<file path="src/rtl/core/sgaa_pkg.sv">
`default_nettype none
// ----------------------------------------------------------------------------
// sgaa_pkg
// Shared types, widths and codes of the stillness-gated accelerometer
// averager: register map, function and status codes, divider handshake.
// ----------------------------------------------------------------------------
package sgaa_pkg;

    localparam int SAMPLE_BITS = 16;
    localparam int MAX_RUN     = 64;

    localparam int RUN_W       = $clog2(MAX_RUN + 1);
    localparam int SUM_W       = SAMPLE_BITS + $clog2(MAX_RUN);
    localparam int PROD_W      = 2 * SAMPLE_BITS;
    localparam int MAG_W       = PROD_W + 2;
    localparam int DIV_CNT_W   = $clog2(SUM_W);

    localparam int MAG_CFG_W   = 32;
    localparam int DRIFT_W     = 16;
    localparam int NEED_W      = 7;
    localparam int POLL_W      = 16;

    localparam int CFG_AW      = 5;
    localparam int CFG_DW      = 32;

    localparam int IN_TDATA_W  = ((3 * SAMPLE_BITS + 7) / 8) * 8;
    localparam int OUT_TDATA_W = ((3 * SAMPLE_BITS + RUN_W + 7) / 8) * 8;

    localparam logic [MAG_CFG_W-1:0] MIN_MAG_RST = MAG_CFG_W'(12121538);
    localparam logic [MAG_CFG_W-1:0] MAX_MAG_RST = MAG_CFG_W'(22188868);
    localparam logic [DRIFT_W-1:0]   DRIFT_RST   = DRIFT_W'(492);
    localparam logic [NEED_W-1:0]    NEED_RST    = NEED_W'(12);
    localparam logic [POLL_W-1:0]    BUDGET_RST  = POLL_W'(600);

    typedef enum logic [2:0] {
        REG_MIN_MAG = 3'd0,
        REG_MAX_MAG = 3'd1,
        REG_DRIFT   = 3'd2,
        REG_NEED    = 3'd3,
        REG_BUDGET  = 3'd4
    } t_reg_idx;

    typedef enum logic [1:0] {
        FN_SAMPLE = 2'd0,
        FN_POLL   = 2'd1,
        FN_START  = 2'd2
    } t_func;

    typedef enum logic [1:0] {
        ST_IDLE    = 2'd0,
        ST_WAIT    = 2'd1,
        ST_DONE    = 2'd2,
        ST_TIMEOUT = 2'd3
    } t_status;

    typedef struct packed {
        logic [MAG_CFG_W-1:0] min_mag;
        logic [MAG_CFG_W-1:0] max_mag;
        logic [DRIFT_W-1:0]   drift;
        logic [NEED_W-1:0]    need;
        logic [POLL_W-1:0]    budget;
    } t_cfg;

    typedef struct packed {
        logic             start;
        logic [SUM_W-1:0] num;
        logic [RUN_W-1:0] den;
    } t_div_req;

    typedef struct packed {
        logic             done;
        logic [SUM_W-1:0] quo;
    } t_div_rsp;

endpackage
`default_nettype wire

</file>
<file path="src/rtl/core/sgaa_cfg.sv">
`default_nettype none
// ----------------------------------------------------------------------------
// sgaa_cfg
// Configuration register file behind a simple APB-style port.
// ----------------------------------------------------------------------------
module sgaa_cfg import sgaa_pkg::*; (
    input  wire logic              i_clk,
    input  wire logic              i_rst_n,
    input  wire logic              psel,
    input  wire logic              penable,
    input  wire logic              pwrite,
    input  wire logic [CFG_AW-1:0] paddr,
    input  wire logic [CFG_DW-1:0] pwdata,
    output logic      [CFG_DW-1:0] prdata,
    output t_cfg                   o_cfg
);

    t_cfg     r_cfg;
    t_reg_idx idx;
    logic     wr_en;

    assign idx   = t_reg_idx'(paddr[CFG_AW-1:2]);
    assign wr_en = psel && penable && pwrite;
    assign o_cfg = r_cfg;

    always_ff @(posedge i_clk) begin
        if (!i_rst_n) begin
            r_cfg.min_mag <= MIN_MAG_RST;
            r_cfg.max_mag <= MAX_MAG_RST;
            r_cfg.drift   <= DRIFT_RST;
            r_cfg.need    <= NEED_RST;
            r_cfg.budget  <= BUDGET_RST;
        end else if (wr_en) begin
            case (idx)
                REG_MIN_MAG: r_cfg.min_mag <= pwdata[MAG_CFG_W-1:0];
                REG_MAX_MAG: r_cfg.max_mag <= pwdata[MAG_CFG_W-1:0];
                REG_DRIFT:   r_cfg.drift   <= pwdata[DRIFT_W-1:0];
                REG_NEED:    r_cfg.need    <= pwdata[NEED_W-1:0];
                REG_BUDGET:  r_cfg.budget  <= pwdata[POLL_W-1:0];
                default: ;
            endcase
        end
    end

    always_comb begin
        case (idx)
            REG_MIN_MAG: prdata = CFG_DW'(r_cfg.min_mag);
            REG_MAX_MAG: prdata = CFG_DW'(r_cfg.max_mag);
            REG_DRIFT:   prdata = CFG_DW'(r_cfg.drift);
            REG_NEED:    prdata = CFG_DW'(r_cfg.need);
            REG_BUDGET:  prdata = CFG_DW'(r_cfg.budget);
            default:     prdata = '0;
        endcase
    end

endmodule
`default_nettype wire

</file>
<file path="src/rtl/core/sgaa_div.sv">
`default_nettype none
// ----------------------------------------------------------------------------
// sgaa_div
// Serial restoring divider, one quotient bit per cycle, unsigned sum by
// run length.
// ----------------------------------------------------------------------------
module sgaa_div import sgaa_pkg::*; (
    input  wire logic i_clk,
    input  wire logic i_rst_n,
    input  t_div_req  i_req,
    output t_div_rsp  o_rsp
);

    logic                 r_busy;
    logic                 r_done;
    logic [DIV_CNT_W-1:0] r_cnt;
    logic [SUM_W-1:0]     r_quo;
    logic [RUN_W-1:0]     r_den;
    logic [RUN_W-1:0]     r_rem;

    logic [RUN_W:0]       trial;
    logic [RUN_W:0]       diff;
    logic                 q_bit;

    assign trial = {r_rem, r_quo[SUM_W-1]};
    assign diff  = trial - {1'b0, r_den};
    assign q_bit = (trial >= {1'b0, r_den});

    always_ff @(posedge i_clk) begin
        if (!i_rst_n) begin
            r_busy <= 1'b0;
            r_done <= 1'b0;
            r_cnt  <= '0;
        end else begin
            r_done <= 1'b0;
            if (i_req.start) begin
                r_quo  <= i_req.num;
                r_den  <= i_req.den;
                r_rem  <= '0;
                r_cnt  <= '0;
                r_busy <= 1'b1;
            end else if (r_busy) begin
                r_rem <= q_bit ? diff[RUN_W-1:0] : trial[RUN_W-1:0];
                r_quo <= {r_quo[SUM_W-2:0], q_bit};
                if (r_cnt == DIV_CNT_W'(SUM_W - 1)) begin
                    r_busy <= 1'b0;
                    r_done <= 1'b1;
                end else begin
                    r_cnt <= r_cnt + 1'b1;
                end
            end
        end
    end

    assign o_rsp.done = r_done;
    assign o_rsp.quo  = r_quo;

endmodule
`default_nettype wire

</file>
<file path="src/rtl/core/stillness_gated_accel_averager.sv">
`default_nettype none
// ----------------------------------------------------------------------------
// stillness_gated_accel_averager
// Waits for a still window of three-axis accelerometer samples and reports
// its per-axis average, with a poll budget for timeout.
// ----------------------------------------------------------------------------
// One word in gives one word out. A start word opens a capture; each later
// poll word either carries a sample or reports none. A sample whose squared
// magnitude leaves the [min, max] band, or that drifts from the first sample
// of the run by more than drift_limit on any axis, restarts the run. After
// run_needed samples in a row the per-axis averages (truncated toward zero)
// come out with status done; once poll_budget polls are used, timeout. The
// block takes one word at a time and s_tready is low while it works. A sample
// goes through three squarings on one shared multiplier, a band check, three
// drift compares through one subtractor, and the accumulate. A sample that
// finishes the capture adds three passes of a one-bit-per-cycle divider,
// one per axis. A finished result waits in the output register, so the next
// word is taken while it is still pending.
// ----------------------------------------------------------------------------
module stillness_gated_accel_averager import sgaa_pkg::*; (
    input  wire logic                   i_clk,
    input  wire logic                   i_rst_n,
    input  wire logic                   s_tvalid,
    output logic                        s_tready,
    input  wire logic [IN_TDATA_W-1:0]  s_tdata,   // accel_x, accel_y, accel_z
    input  wire logic [1:0]             s_tuser,   // func
    output logic                        m_tvalid,
    input  wire logic                   m_tready,
    output logic      [OUT_TDATA_W-1:0] m_tdata,   // avg_x, avg_y, avg_z, run_length
    output logic      [1:0]             m_tuser,   // status
    input  wire logic                   psel,
    input  wire logic                   penable,
    input  wire logic                   pwrite,
    input  wire logic [CFG_AW-1:0]      paddr,
    input  wire logic [CFG_DW-1:0]      pwdata,
    output logic      [CFG_DW-1:0]      prdata,
    output logic                        pready
);

    typedef enum logic [3:0] {
        S_IDLE,
        S_SQ,
        S_MCHK,
        S_DRIFT,
        S_ACC,
        S_FIN,
        S_DSTART,
        S_DWAIT,
        S_OUT
    } t_state;

    t_cfg     cfg;
    t_div_req div_req;
    t_div_rsp div_rsp;

    t_state                         r_state;
    logic                           r_phase;
    logic [RUN_W-1:0]               r_run_count;
    logic [POLL_W-1:0]              r_polls_used;
    logic [1:0]                     r_idx;
    logic signed [SAMPLE_BITS-1:0]  r_smp [3];
    logic signed [SAMPLE_BITS-1:0]  r_ref [3];
    logic signed [SUM_W-1:0]        r_sum [3];
    logic signed [PROD_W-1:0]       r_prod;
    logic [MAG_W-1:0]               r_mag;
    t_status                        r_res_status;
    logic [SAMPLE_BITS-1:0]         r_res_avg [3];
    logic [RUN_W-1:0]               r_res_runlen;
    logic                           r_out_valid;
    t_status                        r_out_status;
    logic [SAMPLE_BITS-1:0]         r_out_avg [3];
    logic [RUN_W-1:0]               r_out_runlen;

    logic signed [SAMPLE_BITS-1:0]  cur_smp;
    logic signed [SAMPLE_BITS-1:0]  cur_ref;
    logic signed [PROD_W-1:0]       sq;
    logic [MAG_W-1:0]               mag_total;
    logic                           mag_bad;
    logic signed [SAMPLE_BITS:0]    diff;
    logic [SAMPLE_BITS:0]           abs_diff;
    logic                           drift_bad;
    logic [RUN_W-1:0]               need;
    logic [RUN_W-1:0]               cnt_inc;
    logic signed [SUM_W-1:0]        cur_sum;
    logic                           sum_neg;
    logic [SUM_W-1:0]               sum_abs;
    logic [SAMPLE_BITS-1:0]         quo_lo;
    logic [SAMPLE_BITS-1:0]         avg_val;
    logic                           out_free;
    logic                           out_load;

    sgaa_cfg u_cfg (
        .i_clk   (i_clk),
        .i_rst_n (i_rst_n),
        .psel    (psel),
        .penable (penable),
        .pwrite  (pwrite),
        .paddr   (paddr),
        .pwdata  (pwdata),
        .prdata  (prdata),
        .o_cfg   (cfg)
    );

    sgaa_div u_div (
        .i_clk   (i_clk),
        .i_rst_n (i_rst_n),
        .i_req   (div_req),
        .o_rsp   (div_rsp)
    );

    assign pready = 1'b1;

    assign cur_smp   = r_smp[r_idx];
    assign cur_ref   = r_ref[r_idx];
    assign sq        = cur_smp * cur_smp;
    assign mag_total = r_mag + MAG_W'(unsigned'(r_prod));
    assign mag_bad   = (mag_total < MAG_W'(cfg.min_mag)) || (mag_total > MAG_W'(cfg.max_mag));

    assign diff      = {cur_smp[SAMPLE_BITS-1], cur_smp} - {cur_ref[SAMPLE_BITS-1], cur_ref};
    assign abs_diff  = diff[SAMPLE_BITS] ? unsigned'(-diff) : unsigned'(diff);
    assign drift_bad = (32'(abs_diff) > 32'(cfg.drift));

    always_comb begin
        if (32'(cfg.need) < 32'd2) begin
            need = RUN_W'(2);
        end else if (32'(cfg.need) > 32'(MAX_RUN)) begin
            need = RUN_W'(MAX_RUN);
        end else begin
            need = RUN_W'(cfg.need);
        end
    end

    assign cnt_inc  = r_run_count + 1'b1;

    assign cur_sum  = r_sum[r_idx];
    assign sum_neg  = cur_sum[SUM_W-1];
    assign sum_abs  = sum_neg ? unsigned'(-cur_sum) : unsigned'(cur_sum);
    assign quo_lo   = div_rsp.quo[SAMPLE_BITS-1:0];
    assign avg_val  = sum_neg ? -quo_lo : quo_lo;

    assign div_req.start = (r_state == S_DSTART);
    assign div_req.num   = sum_abs;
    assign div_req.den   = r_run_count;

    assign out_free = !r_out_valid || m_tready;
    assign out_load = (r_state == S_OUT) && out_free;
    assign s_tready = (r_state == S_IDLE);

    always_ff @(posedge i_clk) begin
        if (!i_rst_n) begin
            r_state      <= S_IDLE;
            r_phase      <= 1'b0;
            r_run_count  <= '0;
            r_polls_used <= '0;
            r_idx        <= '0;
            r_out_valid  <= 1'b0;
        end else begin
            if (out_load) begin
                r_out_valid <= 1'b1;
            end else if (r_out_valid && m_tready) begin
                r_out_valid <= 1'b0;
            end
            case (r_state)
                S_IDLE: begin
                    if (s_tvalid) begin
                        for (int i = 0; i < 3; i++) begin
                            r_res_avg[i] <= '0;
                        end
                        r_idx <= '0;
                        case (t_func'(s_tuser))
                            FN_START: begin
                                r_phase      <= 1'b1;
                                r_polls_used <= '0;
                                r_run_count  <= '0;
                                r_res_status <= ST_WAIT;
                                r_res_runlen <= '0;
                                r_state      <= S_OUT;
                            end
                            FN_SAMPLE, FN_POLL: begin
                                if (!r_phase) begin
                                    r_res_status <= ST_IDLE;
                                    r_res_runlen <= '0;
                                    r_state      <= S_OUT;
                                end else begin
                                    if (r_polls_used != '1) begin
                                        r_polls_used <= r_polls_used + 1'b1;
                                    end
                                    if (t_func'(s_tuser) == FN_SAMPLE) begin
                                        for (int i = 0; i < 3; i++) begin
                                            r_smp[i] <= s_tdata[i*SAMPLE_BITS +: SAMPLE_BITS];
                                        end
                                        r_mag   <= '0;
                                        r_state <= S_SQ;
                                    end else begin
                                        r_state <= S_FIN;
                                    end
                                end
                            end
                            default: begin
                                r_res_status <= r_phase ? ST_WAIT : ST_IDLE;
                                r_res_runlen <= r_phase ? r_run_count : '0;
                                r_state      <= S_OUT;
                            end
                        endcase
                    end
                end
                S_SQ: begin
                    r_prod <= sq;
                    if (r_idx != 2'd0) begin
                        r_mag <= mag_total;
                    end
                    if (r_idx == 2'd2) begin
                        r_idx   <= '0;
                        r_state <= S_MCHK;
                    end else begin
                        r_idx <= r_idx + 1'b1;
                    end
                end
                S_MCHK: begin
                    if (mag_bad) begin
                        r_run_count <= '0;
                        r_state     <= S_FIN;
                    end else if (r_run_count == '0) begin
                        for (int i = 0; i < 3; i++) begin
                            r_ref[i] <= r_smp[i];
                            r_sum[i] <= SUM_W'(r_smp[i]);
                        end
                        r_run_count <= RUN_W'(1);
                        r_state     <= S_FIN;
                    end else begin
                        r_state <= S_DRIFT;
                    end
                end
                S_DRIFT: begin
                    if (drift_bad) begin
                        r_run_count <= '0;
                        r_idx       <= '0;
                        r_state     <= S_FIN;
                    end else if (r_idx == 2'd2) begin
                        r_idx   <= '0;
                        r_state <= S_ACC;
                    end else begin
                        r_idx <= r_idx + 1'b1;
                    end
                end
                S_ACC: begin
                    for (int i = 0; i < 3; i++) begin
                        r_sum[i] <= r_sum[i] + SUM_W'(r_smp[i]);
                    end
                    r_run_count <= cnt_inc;
                    r_state     <= (cnt_inc >= need) ? S_DSTART : S_FIN;
                end
                S_FIN: begin
                    r_res_runlen <= r_run_count;
                    if (r_polls_used >= cfg.budget) begin
                        r_res_status <= ST_TIMEOUT;
                        r_phase      <= 1'b0;
                        r_run_count  <= '0;
                    end else begin
                        r_res_status <= ST_WAIT;
                    end
                    r_state <= S_OUT;
                end
                S_DSTART: begin
                    r_state <= S_DWAIT;
                end
                S_DWAIT: begin
                    if (div_rsp.done) begin
                        r_res_avg[r_idx] <= avg_val;
                        if (r_idx == 2'd2) begin
                            r_res_status <= ST_DONE;
                            r_res_runlen <= r_run_count;
                            r_phase      <= 1'b0;
                            r_run_count  <= '0;
                            r_idx        <= '0;
                            r_state      <= S_OUT;
                        end else begin
                            r_idx   <= r_idx + 1'b1;
                            r_state <= S_DSTART;
                        end
                    end
                end
                S_OUT: begin
                    if (out_free) begin
                        r_out_status <= r_res_status;
                        r_out_avg    <= r_res_avg;
                        r_out_runlen <= r_res_runlen;
                        r_state      <= S_IDLE;
                    end
                end
                default: begin
                    r_state <= S_IDLE;
                end
            endcase
        end
    end

    assign m_tvalid = r_out_valid;
    assign m_tuser  = r_out_status;
    assign m_tdata  = OUT_TDATA_W'({r_out_runlen, r_out_avg[2], r_out_avg[1], r_out_avg[0]});

`ifndef SYNTH
    a_run_cap: assert property (@(posedge i_clk) disable iff (!i_rst_n)
        r_run_count <= RUN_W'(MAX_RUN))
        else $error("run count above its cap");

    a_done_len: assert property (@(posedge i_clk) disable iff (!i_rst_n)
        m_tvalid && (m_tuser == ST_DONE) |-> m_tdata[3*SAMPLE_BITS +: RUN_W] >= RUN_W'(2))
        else $error("done word with a run shorter than two");

    a_avg_zero: assert property (@(posedge i_clk) disable iff (!i_rst_n)
        m_tvalid && (m_tuser != ST_DONE) |-> m_tdata[3*SAMPLE_BITS-1:0] == '0)
        else $error("nonzero average on a word that is not done");

    a_one_word: assert property (@(posedge i_clk) disable iff (!i_rst_n)
        s_tvalid && s_tready |=> !s_tready)
        else $error("second word taken while busy");
`endif

endmodule
`default_nettype wire
</file>
<file path="config.mk">
export PLATFORM = sky130hd
export DESIGN_NAME = stillness_gated_accel_averager
export DESIGN_NICKNAME = d
export VERILOG_FILES = /design/src/rtl/core/sgaa_pkg.sv /design/src/rtl/core/sgaa_cfg.sv /design/src/rtl/core/sgaa_div.sv /design/src/rtl/core/stillness_gated_accel_averager.sv
export SDC_FILE = /design/constraint.sdc
export NUM_CORES = 2
export LEC_CHECK = 0
export ABC_CLOCK_PERIOD_IN_PS = 24200
export BUFFER_PORTS_ARGS = -buffer_cell sky130_fd_sc_hd__buf_2
export CORE_UTILIZATION = 50
export DETAILED_ROUTE_END_ITERATION = 8
export PLACE_DENSITY = 0.79
export SLEW_MARGIN = 20
export SYNTH_ARGS = -nofsm -noshare
export SYNTH_HDL_FRONTEND = slang
export SYNTH_SLANG_ARGS = --single-unit
</file>
<file path="constraint.sdc">
create_clock -name i_clk -period 24.2 [get_ports i_clk]
set_clock_uncertainty 0.15 [all_clocks]
set_input_delay 4.84 -clock i_clk [delete_from_list [all_inputs] [get_ports i_clk]]
set_output_delay 4.84 -clock i_clk [all_outputs]
set_load 0.05 [all_outputs]
</file>
==> Word level (Yosys, flattened, before mapping) <==
Memory sizes are Yosys's and may differ from the RTL's. A register that Yosys moved wholly into a read port is not among the register bits.
Index checks and enable logic that the tools add are counted.
{ "word_totals": {"n_memories": 3, "mem_bits_rw": 162, "input_bits": 94, "out_inout_bits": 93, "word_cells": 243, "regBits": 357} }
{ "classes": {"muxes": 104, "multipliers": 1, "eq_ne": 34, "order_cmp": 10, "addsub": 13, "bitwise_logic": 7, "n_reduce_logical": 42} }
{ "mem_list": {"columns": ["memory", "words", "width", "rd", "rd_clocked_by_memory_dff", "write_ports", "line", "text"], "rows": [
  ["r_sum", 3, 22, 4, 1, 3, "stillness_gated_accel_averager.sv:63", "logic signed [SUM_W-1:0] r_sum [3];"],
  ["r_ref", 3, 16, 1, 1, 3, "stillness_gated_accel_averager.sv:62", "logic signed [SAMPLE_BITS-1:0] r_ref [3];"],
  ["r_smp", 3, 16, 4, 1, 3, "stillness_gated_accel_averager.sv:61", "logic signed [SAMPLE_BITS-1:0] r_smp [3];"]
]} }
{ "ops": {"columns": ["operator", "count"], "rows": [
  ["two-way mux 34 bit", 5],
  ["case mux 32 bit (5 select lines)", 1],
  ["two-way mux 22 bit", 6],
  ["two-way mux 7 bit", 17],
  ["two-way mux 48 bit", 2],
  ["case mux 48 bit (2 select lines)", 1],
  ["case mux 34 bit (2 select lines)", 1],
  ["adder 22 x 16 -> 22 bit", 3],
  ["two-way mux 16 bit", 4],
  ["bitwise mux 48 bit", 1],
  ["case mux 7 bit (6 select lines)", 1],
  ["two-way mux 4 bit", 9],
  ["case mux 4 bit (9 select lines)", 1],
  ["adder 34 x 32 -> 34 bit", 1],
  ["greater-than comparator 34 x 32 -> 1 bit", 1],
  ["less-than comparator 34 x 32 -> 1 bit", 1],
  ["demux 16 bit (select 2 bit)", 1],
  ["multiplier 16 x 16 -> 32 bit", 1],
  ["two-way mux 2 bit", 16],
  ["case mux 16 bit (2 select lines)", 1],
  ["two-way mux 1 bit", 27],
  ["negation 22 bit", 1],
  ["case mux 7 bit (3 select lines)", 1],
  ["!= test 2 bit, second input constant", 9],
  ["59 further kinds", 99]
]} }

==> Logic depth before layout (Yosys ltp) <==
{ "depth": {"word_depth": 8, "mapped_depth": 35, "ltp_nobuf": 29} }

==> Modules after synthesis <==
Synthesis repeated with hierarchy kept, for this count alone.
{ "hier_totals": {"cells_unflattened": 4002, "hier_area_um2": 39405.3} }
{ "modules_own_cells": {"columns": ["module", "n_inst", "area_per_inst_um2", "cells_each", "seq_area_each_um2"], "rows": [
  ["stillness_gated_accel_averager", 1, 32513.7, 3312, 10900.5],
  ["sgaa_cfg", 1, 4728.3, 525, 2062.0],
  ["sgaa_div", 1, 2163.3, 165, 1221.2]
]} }

==> Worst setup path after synthesis <==
No wires, ideal clock.
{ "synth_timing": {"kind": "input to output", "from": "input port paddr[2]", "to": "output port prdata[10]", "arrival_ns": 6.663, "setup_slack_ns": 12.547, "required_ns": 19.210, "stages": 5, "path_buffers": 2, "cell_sequence": "nor2b_1 > clkbuf_1 > clkbuf_1 > a21oi_1 > o21ai_0"} }
{ "synth_between": {"elab_chain_cells": 2, "word_cells_on_any_way": 6, "classes_between": "eq/ne: 4; mux: 1; reduce/logical: 1"} }
{ "synth_rtl": {"columns": ["element", "line", "text"], "rows": [
  ["start: declaration", "stillness_gated_accel_averager.sv:34", "input wire logic [CFG_AW-1:0] paddr,"],
  ["== test 3 bit (tied with other cells)", "sgaa_cfg.sv:46", "case (idx)"],
  ["case mux 32 bit (5 select lines) (*)", "sgaa_cfg.sv:46", null],
  ["end: declaration", "stillness_gated_accel_averager.sv:36", "output logic [CFG_DW-1:0] prdata,"]
]} }
Mark *: on every way between the ends. The rest lies on a longest branch, timed or not.

==> Worst setup path after layout <==
{ "layout_timing": {"from": "input port paddr[2]", "to": "output port prdata[14]"} }
The elaborated chain is that of the path after synthesis.

==> flow_summary.json <==
{
  "ys_ff_latch": 520,
  "synth_edf_count": 377,
  "die_area_um2": 78100,
  "yosysSeqAreaShare_pct": 36.9,
  "path_max_fanout": 29,
  "die_w_um": 279,
  "drv_cap": 0,
  "powerDensity_nw_per_um2": 73.6,
  "wire_per_inst_um": 18.4,
  "drcViolationCount": 0,
  "portBuffers": 182,
  "synthesis.area_um2": 38500,
  "regArea_um2": 14200,
  "via_count": 29500,
  "worstPathRequired_ns": 19.21,
  "final_cell_count_no_fill": 5181,
  "finalHoldViolCount": 0,
  "worstSetupEndpointType": "primary output",
  "leakage_nw": 17.9,
  "clock_power_share_pct": 27.8,
  "hold_path.class": "flip-flop to flip-flop",
  "area_growth_pct": 9.94,
  "first_pass_iters": 9,
  "comb_power_share_pct": 38.2,
  "drv_slew": 0,
  "detail-route-antenna-nets": 0,
  "antenna_found_initial": 6,
  "grt_use_total_pct": 24.3,
  "postCtsResizedCells": 0,
  "synth_fp_nets": 4629,
  "finalSetupViolCount": 0,
  "clk_latency_ns": 0.64,
  "yosys-top-cells-area": "edfxtp_1 (29%), fa_1 (13%), ha_1 (10%), dfxtp_1 (7.4%), inv_1 (4.8%)",
  "rsz0062_at_grt": "no",
  "slew_headroom_pct": 23.9,
  "hold_buffers": 0,
  "p_total_w": 0.00311,
  "initial_core_util_pct": 50.6,
  "worst-endpoint-arrival_ns": 6.88,
  "tightestPinTransition_ns": 1.13,
  "fin_crit_sh_pct": 49.1,
  "synthCells": 3981,
  "core_area_um2": 76100,
  "grt_pass1_wl_mm": 151,
  "routabilityCongestion": 0.906,
  "dp_cells": 5074,
  "p_seq_share_pct": 34.0,
  "cts_setup_buffers": 0,
  "io_pins": 187,
  "yosysTopAreaCell": "edfxtp_1",
  "tritoncts": "yes",
  "synth_warnings": 0,
  "tns_ns": 0,
  "fmax_mhz": 84.2,
  "cts_buffers": 56,
  "period_needed_ns": 11.87,
  "place_area_um2": 40400,
  "p_sw_w": 0.00109,
  "routed_wl_mm": 95.2,
  "p_int_w": 0.00202,
  "die_y_um": 279,
  "drive_above_1_share_pct": 8.51,
  "utilization_pct": 55.6,
  "first_iter_violations": 2459,
  "dpl.hpwl_mm": 71.4,
  "yosysTopAreaCellShare_pct": 29.4,
  "multi_input_area_um2": 21900,
  "async_flop_share_pct": 0,
  "cts-root-buf": "clkbuf_16",
  "ys.flop_type": "edfxtp_1",
  "clk_path_buf_depth": 3,
  "clk_pin_slew_ns": 0.06,
  "cts_sinks": 520,
  "ir_drop_uv": 99.8,
  "nFillCells": 6526,
  "grt_pass1_vias": 28600,
  "status": "finished, final reports clean",
  "final_area_um2": 42300,
  "grt_max_degree": 86,
  "syn_area_per_cell_um2": 9.66,
  "via_per_inst": 5.70,
  "netlist-cell-type-count": 84,
  "rows": 101,
  "final_nets": 4750,
  "critPathLaunchType": "input pin",
  "timing_worst_setup_path_type": "input pin to primary output",
  "h-tree-depth": 2,
  "netSwitchingFraction_pct": 35.1,
  "grt_overflow_total": 0
}
## per-stage QoR
step | hold WS (ns) | setup slack (ns)
after floorplan | 0.250 | 12.55
after global placement | 0.255 | 12.32
after detailed placement | 0.255 | 12.32
after CTS | 0.278 | 12.30
after global routing | 0.298 | 12.30
final | 0.277 | 12.33
## cells in the final DEF (no fill, tap or decap), types with 13 or more instances in the layout
cell type,n
o21bai_1,18
fa_1,244
nor3_1,39
inv_1,491
xor2_1,83
nand3_1,37
ha_1,310
buf_2,182
nand4_1,38
and3_1,30
dfxtp_1,141
a22oi_1,19
nand2b_1,34
o21ai_0,180
and2_1,48
clkinv_1,13
a21oi_1,277
buf_4,30
a211oi_1,61
o21a_1,38
nor2b_1,30
o31ai_1,13
nor2_1,326
xnor2_1,118
mux2i_1,78
edfxtp_1,377
a22o_1,17
clkbuf_16,58
a31oi_1,29
a21o_1,81
nand2_1,441
o211ai_1,46
clkinv_2,13
## cells by family after synthesis
family,count (synthesis),synth area share (%)
compound gates,876,14.4
xor+xnor,202,4.62
fa+ha+maj,554,22.8
buf+inv,647,6.39
flops,520,36.9
mux,80,2.09
other cells,2,0.0195
simple gates,1100,12.8
## synth_stat cells, types with 7 or more instances
cell,n
inv_1,491
nand2_1,442
edfxtp_1,377
nor2_1,331
ha_1,310
a21oi_1,279
fa_1,244
o21ai_0,180
dfxtp_1,143
xnor2_1,118
clkbuf_1,117
xor2_1,83
a21o_1,81
mux2i_1,78
a211oi_1,61
and2_1,48
o211ai_1,46
nor3_1,43
nand4_1,38
o21a_1,38
nand3_1,37
nand2b_1,34
nor2b_1,33
and3_1,30
a31oi_1,29
a22oi_1,19
o21bai_1,18
a22o_1,17
buf_2,17
buf_1,13
o31ai_1,13
or3_1,12
o22ai_1,11
nor3b_1,9
nor4_1,9
o2111ai_1,9
a21boi_0,7
clkinv_1,7
## layer usage
layer  GRT usage, %  routed length [um]  share of wire [%]
met5              0                  47              0.049
met4           8.67                3210                3.4
met3           3.24                7290                7.7
met2           40.6               45500                 48
met1           32.4               39200                 41
## area by class of cell
class | instances | share of cell area [%]
clock inverter | 37 | 0.846
multi-input combinational | 2814 | 51.9
clock buffer | 69 | 3.57
antenna | 1 | 0.00592
tap | 1030 | 3.05
sequential | 520 | 33.6
inverter | 498 | 4.42
timing repair buffer | 212 | 2.69
## registers in the layout (all words and copies together), names as in the netlist, 4 cells and up, named ones only
name / flops
u_cfg.o_cfg: 103
r_sum: 66
m_tdata: 48
r_ref: 48
r_res_avg: 48
r_smp: 48
r_mag: 34
r_prod: 31
u_div.r_quo: 22
r_polls_used: 16
r_out_runlen: 7
r_res_runlen: 7
r_run_count: 7
u_div.r_den: 7
u_div.r_rem: 7
u_div.r_cnt: 5
r_state: 4
## path summary, 6_finish.rpt
check / startpoint / endpoint / slack, ns / cells past startpoint
hold / removal: r_res_status[1] / m_tuser[1] / 0.28 / 0
setup reg to reg: flip-flop / r_prod[30] / 14.52 / 25
hold reg to reg: r_res_status[1] / m_tuser[1] / 0.28 / 0
setup / recovery: paddr[2] / prdata[14] / 12.33 / 6
## power by group through the flow
stage,logic (W),registers [W],clock network [W]
detailed placement,0.00119,0.00108,0
floorplan,0.000900,0.00110,0
global route,0.00135,0.00106,0.000911
finish,0.00119,0.00106,0.000866
CTS,0.00119,0.00106,0.000878
global placement,0.00115,0.00108,0
## worst max-delay path, cell delays in order
cell	delay (ns)
buf_2	0.46
nor2b_1	0.60
buf_4	0.31
a21oi_1	0.10
o21ai_0	0.24
buf_2	0.32
(Power assumes the default switching activity.)
